[config.mk]
export PLATFORM = sky130hd
export DESIGN_NAME = rsp_cell
export DESIGN_NICKNAME = d
export VERILOG_FILES = /design/src/rtl/core/rsp_pkg.sv /design/src/rtl/core/rsp_cell.sv
export SDC_FILE = /design/constraint.sdc
export NUM_CORES = 1
export LEC_CHECK = 0
export BUFFER_PORTS_ARGS = -buffer_cell sky130_fd_sc_hd__buf_2
export CELL_PAD_IN_SITES_DETAIL_PLACEMENT = 1
export CELL_PAD_IN_SITES_GLOBAL_PLACEMENT = 2
export CORE_MARGIN = 8
export CORE_UTILIZATION = 31
export DETAILED_ROUTE_END_ITERATION = 10
export GPL_TIMING_DRIVEN = 0
export PLACE_DENSITY = 0.84
export SLEW_MARGIN = 20
export SYNTH_ARGS = -nofsm -noshare
export SYNTH_HDL_FRONTEND = slang
export SYNTH_SLANG_ARGS = --single-unit
export TNS_END_PERCENT = 1
[constraint.sdc]
create_clock -name i_clk -period 2 [get_ports i_clk]
set_input_delay 0.4 -clock i_clk [delete_from_list [all_inputs] [get_ports i_clk]]
set_output_delay 0.4 -clock i_clk [all_outputs]
set_load 0.05 [all_outputs]
[src/rtl/core/rsp_pkg.sv]
// shared types, constants and field arithmetic for the reed-solomon parity encoder
package rsp_pkg;

    localparam int MAX_PARITY_DEF = 30;
    localparam int RESET_PARITY   = 7;
    localparam int CFG_W          = 5;
    localparam int BYTE_W         = 8;
    localparam logic [8:0] GF_POLY = 9'h11D;
    localparam logic [8:0] GF_TOP  = 9'h100;

    typedef logic [BYTE_W-1:0] t_byte;

    // per-cycle commands shared by every cell of the chain
    typedef struct packed {
        logic init;     // reload generator seed and clear the remainder
        logic build;    // one generator multiply by (x + root)
        logic shift;    // one message byte enters the remainder
        logic last;     // that byte closes the block
    } t_cell_ctl;

    function automatic t_byte gf_xtime(input t_byte a);
        logic [8:0] s;
        s = {a, 1'b0};
        if ((s & GF_TOP) != 9'd0) begin
            s = s ^ GF_POLY;
        end
        return s[BYTE_W-1:0];
    endfunction

    function automatic t_byte gf_mul(input t_byte a, input t_byte b);
        t_byte acc;
        t_byte p;
        acc = '0;
        p   = a;
        for (int i = 0; i < BYTE_W; i++) begin
            if (b[i]) begin
                acc = acc ^ p;
            end
            p = gf_xtime(p);
        end
        return acc;
    endfunction

endpackage

[src/rtl/core/rsp_cell.sv]
// one cell of the chain: a generator coefficient, a remainder byte and a parity capture byte
module rsp_cell (
    input  logic               i_clk,
    input  rsp_pkg::t_cell_ctl i_ctl,
    input  logic               i_seed,
    input  rsp_pkg::t_byte     i_root,
    input  rsp_pkg::t_byte     i_fb,
    input  rsp_pkg::t_byte     i_prev_g,
    input  rsp_pkg::t_byte     i_prev_c,
    output rsp_pkg::t_byte     o_g,
    output rsp_pkg::t_byte     o_c,
    output rsp_pkg::t_byte     o_par
);

    rsp_pkg::t_byte r_g;
    rsp_pkg::t_byte r_c;
    rsp_pkg::t_byte r_par;
    rsp_pkg::t_byte w_term;

    // remainder coefficient of this degree after one message byte
    assign w_term = i_prev_c ^ rsp_pkg::gf_mul(r_g, i_fb);

    always_ff @(posedge i_clk) begin
        if (i_ctl.init) begin
            r_g <= {7'd0, i_seed};
            r_c <= '0;
        end else begin
            if (i_ctl.build) begin
                r_g <= i_prev_g ^ rsp_pkg::gf_mul(r_g, i_root);
            end
            if (i_ctl.shift) begin
                if (i_ctl.last) begin
                    r_c   <= '0;
                    r_par <= w_term;
                end else begin
                    r_c <= w_term;
                end
            end
        end
    end

    assign o_g   = r_g;
    assign o_c   = r_c;
    assign o_par = r_par;

endmodule

# [Word-level counts from Yosys, hierarchy flattened]
# Index checks and enable logic that the tools add are counted.
[op_classes] n_div=0 bitwise_logic=30 n_mul=0 addsub=0 n_reduce_logical=2 n_eq_ne=0 order_cmp=0 n_mux=62 n_shift=0
[ops] operator="$mux 8" count=47
[ops] operator="$xor 8x8->8" count=16
[ops] operator="$mux 5" count=13
[ops] operator="$not 4->4" count=13
[ops] operator="$reduce_and 3->1" count=1
[ops] operator="$mux 1" count=2
[ops] operator="$reduce_bool 2->1" count=1
[ops] operator="$not 1->1" count=1
[totals] romBits=0 latchBits=0 out_inout_bits=24 input_bits=38 reg_bits=24 elab_cells=98 n_memories=0 ramBits=0

# [Longest topological paths before layout]
[depth] ltp_word=35 mapped_depth=9 ltp_nobuf=6

# [Worst setup path after synthesis]
# No wires, ideal clock.
[synth_timing] path_kind="reg-to-reg" from="register r_g[0], in the netlist o_g[0]" to="register r_par[5], in the netlist o_par[5], data pin" path_buffers=1 t_arrival_ns=2.222 setup_time_ns=0.252 required_time_ns=1.748 period_less_slack_ns=2.474 slack_ns=-0.474 path_stages_with_launch=8 cell_sequence="edfxtp_1 > buf_2 > xor2_4 > xor2_4 > nand2_1 > xnor3_1 > xnor3_1 > inv_1"
[synth_between] elab_chain_cells=14
[synth_lines] item="from (decl)" line_no="rsp_cell.sv:15" rtl="rsp_pkg::t_byte r_g;"
[synth_lines] item="from (signal assigned)" line_no="rsp_cell.sv:25" rtl="r_g <= {7'd0, i_seed};"
[synth_lines] item="from (signal assigned)" line_no="rsp_cell.sv:29" rtl="r_g <= i_prev_g ^ rsp_pkg::gf_mul(r_g, i_root);"
[synth_lines] item="$mux 5 *" line_no="rsp_pkg.sv:24" rtl="if ((s & GF_TOP) != 9'd0) begin"
[synth_lines] item="$not 4->4 (no source line)"
[synth_lines] item="$mux 5 *" line_no="rsp_pkg.sv:24"
[synth_lines] item="$not 4->4 (no source line)"
[synth_lines] item="$mux 5 *" line_no="rsp_pkg.sv:24"
[synth_lines] item="$not 4->4 (no source line)"
[synth_lines] item="$mux 5 *" line_no="rsp_pkg.sv:24"
[synth_lines] item="$xor 8x8->8 *" line_no="rsp_pkg.sv:37" rtl="acc = acc ^ p;"
[synth_lines] item="$mux 8 *" line_no="rsp_pkg.sv:36" rtl="if (b[i]) begin"
[synth_lines] item="$xor 8x8->8" line_no="rsp_pkg.sv:37"
[synth_lines] item="$mux 8 *" line_no="rsp_pkg.sv:36"
[synth_lines] item="$xor 8x8->8" line_no="rsp_pkg.sv:37"
[synth_lines] item="$mux 8 *" line_no="rsp_pkg.sv:36"
[synth_lines] item="$xor 8x8->8 *" line_no="rsp_cell.sv:21" rtl="assign w_term = i_prev_c ^ rsp_pkg::gf_mul(r_g, i_fb);"
[synth_lines] item="named net w_term[5]" line_no="rsp_cell.sv:18" rtl="rsp_pkg::t_byte w_term;"
[synth_lines] item="to (signal assigned)" line_no="rsp_cell.sv:34" rtl="r_par <= w_term;"
[synth_lines] item="to (decl)" line_no="rsp_cell.sv:17" rtl="rsp_pkg::t_byte r_par;"
# The timed path passes the listed nets; every way through them passes the cells marked *.
# A chain may end at the register's enable or synchronous reset.

# [Final worst setup path]
[layout_timing] from="register r_g[0], in the netlist o_g[0]" to="register r_par[6], in the netlist o_par[6], data pin"
[layout_between] elab_chain_cells=12
[layout_lines] item="$mux 5 *" line_no="rsp_pkg.sv:24"
[layout_lines] item="$not 4->4 (no source line)"
[layout_lines] item="$mux 5 *" line_no="rsp_pkg.sv:24"
[layout_lines] item="$not 4->4 (no source line)"
[layout_lines] item="$mux 5 *" line_no="rsp_pkg.sv:24"
[layout_lines] item="$not 4->4 (no source line)"
[layout_lines] item="$mux 5 *" line_no="rsp_pkg.sv:24"
[layout_lines] item="$xor 8x8->8 *" line_no="rsp_pkg.sv:37"
[layout_lines] item="$mux 8 *" line_no="rsp_pkg.sv:36"
[layout_lines] item="$xor 8x8->8" line_no="rsp_pkg.sv:37"
[layout_lines] item="$mux 8 *" line_no="rsp_pkg.sv:36"
[layout_lines] item="$xor 8x8->8 *" line_no="rsp_cell.sv:21"
[layout_lines] item="named net w_term[6]" line_no="rsp_cell.sv:18"
# Marked as above.

==> run metrics <==
status=complete, but fails checks; failing checks=negative setup slack; Chip Width=120 um; I/O pin count=62; RR Startpoint=o_g[0]$_DFFE_PP_; largest net degree at the start of global routing=15; Layout Area Growth over Synthesis=29.3%; GR peak layer=met2; CP arrival=2170 ps; unrepaired setup endpoints after global routing=true; FF-to-FF path depth=7; starting DRC count in detailed routing=115; final setup vio count=19; mean area per synthesized cell=8.63 um2; RR Endpoint=o_par[6]$_DFFE_PP_; routability congestion estimate=0.820; total track usage=0.157; die height=120 um; PwrDens=2280 nW/um2; Hold Crit Start=i_seed; Routed wire per std cell=18.4 um; clock buffer depth=2; met1 Usage GRT=0.199; Hold Path Sink=o_g[0]$_DFFE_PP_; fin. max-slew vios=0; TNS Setup=-1420 ps; grt ovf=0; FILL cells=1,312; Fin Clk Skew=1.91 ps; post-synthesis register bit count=24; setup slack, reg-to-reg=-150 ps; met3 usage=0.0196; DP Wirelength=8250 um; initial antenna violation count=0; CTS sink cnt=24; leakage=0.00195 uW; most frequent cells in the layout=nand2_1, buf_2, xnor2_1; synthesized area=3380 um2; Post-Route Utilization=0.407; final hold vios=0; Routed Antenna Nets=0; Fmax achieved=0.466 GHz; Cells after Synth=392; Core ar.=10,700 um2; final instance area=4380 um2; Slew HR=0.521; Clock transition at path regs=90 ps; number of global-route vias before repair=3,284; NumNets Final=506; CTS tree=done; Layout Cells excl Fill=607; final wirelength=11,100 um; sequential area share after synthesis=0.169; most common cell after layout, fill and taps aside=nand2_1; startpoint types=flop; critical path class=reg2reg; first-pass GRT wire length=18,100 um; max_cap viols=0; CTS Buf Count=3; Tmin final=2150 ps; GR met2 Demand/Resource=0.279; H-tree levels=1; actual slew at the worst max-slew pin=716 ps; Cell variety after synth=40; largest fanout on the critical path=8; Worst-Skew Late Latency=270 ps; Crit. End Element=flop; PortBufs=54; crit share post-route=1.07; post-synth top area cell=xnor3_1; Yosys top cell area share=0.153; DR vias/cell=4.86; Die Area=14,500 um2; Crit path required time=2030 ps; Mapped Nets=430; Area contributors post-synth=xnor3_1, xnor2_1, nand2_1, dfxtp_1, xor2_1; fraction of layout cells with a size suffix above 1=0.325; ANT cells=0; Final Worst Setup Slack=-147 ps; dpl cells=586; Yosys Warn Count=0; worst hold path type=in2reg; Vias=2,947; Starting Density=0.315; placed cell area=3880 um2; row cnt=38; Residual DRC=0; Hold Crit Depth=3; CTS Root Cell=clkbuf_8; worst hold slack=427 ps; DRT Pass-1 Iters=4; VDD IR max=1050 uV
how the worst max path moves through the flow:
| stage | endpoint | from | cells past startpoint | slack (ps) |
|---|---|---|---|---|
| global route | o_par[6]$_DFFE_PP_ | o_g[0]$_DFFE_PP_ | 7 | -250 |
| floorplan | o_par[3]$_DFFE_PP_ | o_g[3]$_SDFFE_PP0P_ | 7 | -150 |
| detailed placement | o_g[0]$_DFFE_PP_ | i_root[5] | 7 | -420 |
| global placement | o_par[3]$_DFFE_PP_ | i_fb[0] | 7 | -430 |
| finish | o_par[6]$_DFFE_PP_ | o_g[0]$_DFFE_PP_ | 7 | -150 |
| CTS | o_par[3]$_DFFE_PP_ | o_g[7]$_SDFFE_PP0P_ | 7 | -130 |
layout make-up:
class                           count  area, um2  share of cell area
Tap cell                          140        175              0.0400
Clock buffer                        3       41.3             0.00944
Buffer                             36        262              0.0598
Timing Repair Buffer               73        442               0.101
Multi-Input combinational cell    312       2760               0.632
Clock inverter                      1       30.0             0.00686
Sequential cell                    24        594               0.136
Inverter                           18       67.6              0.0154
cell usage after synthesis:
| master | count |
|---|---|
| nand2_1 | 114 |
| xnor2_1 | 54 |
| xor2_1 | 34 |
| xnor3_1 | 23 |
| clkbuf_1 | 19 |
| inv_1 | 18 |
| dfxtp_1 | 15 |
| buf_2 | 10 |
| nor2_1 | 10 |
| edfxtp_1 | 9 |
| nand2b_1 | 7 |
| o32ai_1 | 7 |
| o22ai_1 | 6 |
| mux2_2 | 5 |
| o21ai_0 | 5 |
| xor2_4 | 5 |
| xor3_1 | 5 |
| buf_4 | 4 |
| nand3_1 | 4 |
| xnor2_2 | 4 |
| a211oi_2 | 3 |
| a21oi_1 | 3 |
| buf_1 | 3 |
| mux2i_1 | 3 |
| a221oi_1 | 2 |
| a22o_1 | 2 |
| a22oi_1 | 2 |
| buf_6 | 2 |
| nor2b_1 | 2 |
| o221ai_1 | 2 |
| a2111oi_0 | 1 |
| a211oi_1 | 1 |
| a32oi_1 | 1 |
| nand3b_1 | 1 |
| nor3_1 | 1 |
| nor4bb_1 | 1 |
| o211ai_1 | 1 |
| o22a_1 | 1 |
| or2_2 | 1 |
| or3b_2 | 1 |
cell families (layout without fill, tap and decap cells):
group / after synthesis / after routing / share of synthesized area
simple gates: 142 / 142 / 0.171
xor+xnor: 125 / 125 / 0.476
buf+inv: 56 / 131 / 0.0747
compound gates: 37 / 37 / 0.0843
flops: 24 / 24 / 0.169
mux: 8 / 8 / 0.0255
per-stage QoR:
| stage | total power, uW | setup slack, ps |
|---|---|---|
| global route | 10600 | -251 |
| floorplan | 6890 | -146 |
| CTS | 9780 | -128 |
| finish | 9960 | -147 |
| detailed placement | 8450 | -420 |
| global placement | 8310 | -427 |
flip-flops by register name, summed over array words and instances, names as in the netlist:
signal  cells
o_c         8
o_g         8
o_par       8
where the power goes:
| part | leakage, uW | switching (uW) | internal [uW] | total, uW |
|---|---|---|---|---|
| logic | 0.00170 | 4300 | 4220 | 8530 |
| registers | 0.000211 | 125 | 884 | 1010 |
| clock network | 0.0000357 | 162 | 268 | 429 |
| total | 0.00195 | 4590 | 5370 | 9960 |
per-layer routing:
| layer | vias up | routed length (um) |
|---|---|---|
| met5 | - | 0 |
| met4 | 0 | 94 |
| li1 | 1399 | - |
| met1 | 1487 | 4970 |
| met3 | 7 | 463 |
| met2 | 54 | 5610 |
worst max-delay path, stage by stage, from the launching register on:
cell and delay [ps]:
edfxtp_1 410, buf_6 150, xor2_4 280, xor2_4 340, nand2_1 150, xor2_2 240, xor2_2 270, inv_1 60
what timing repair did:
item                                    in CTS  in global routing
resized for setup                           47                 11
endpoints found under the setup margin      24                 24
hold buffers                                 0                  0
buffers inserted                            15                  4
pin swaps                                   37                  7
endpoints found under the hold margin        0                  0
No activity file was read; power rests on OpenSTA's default activity.
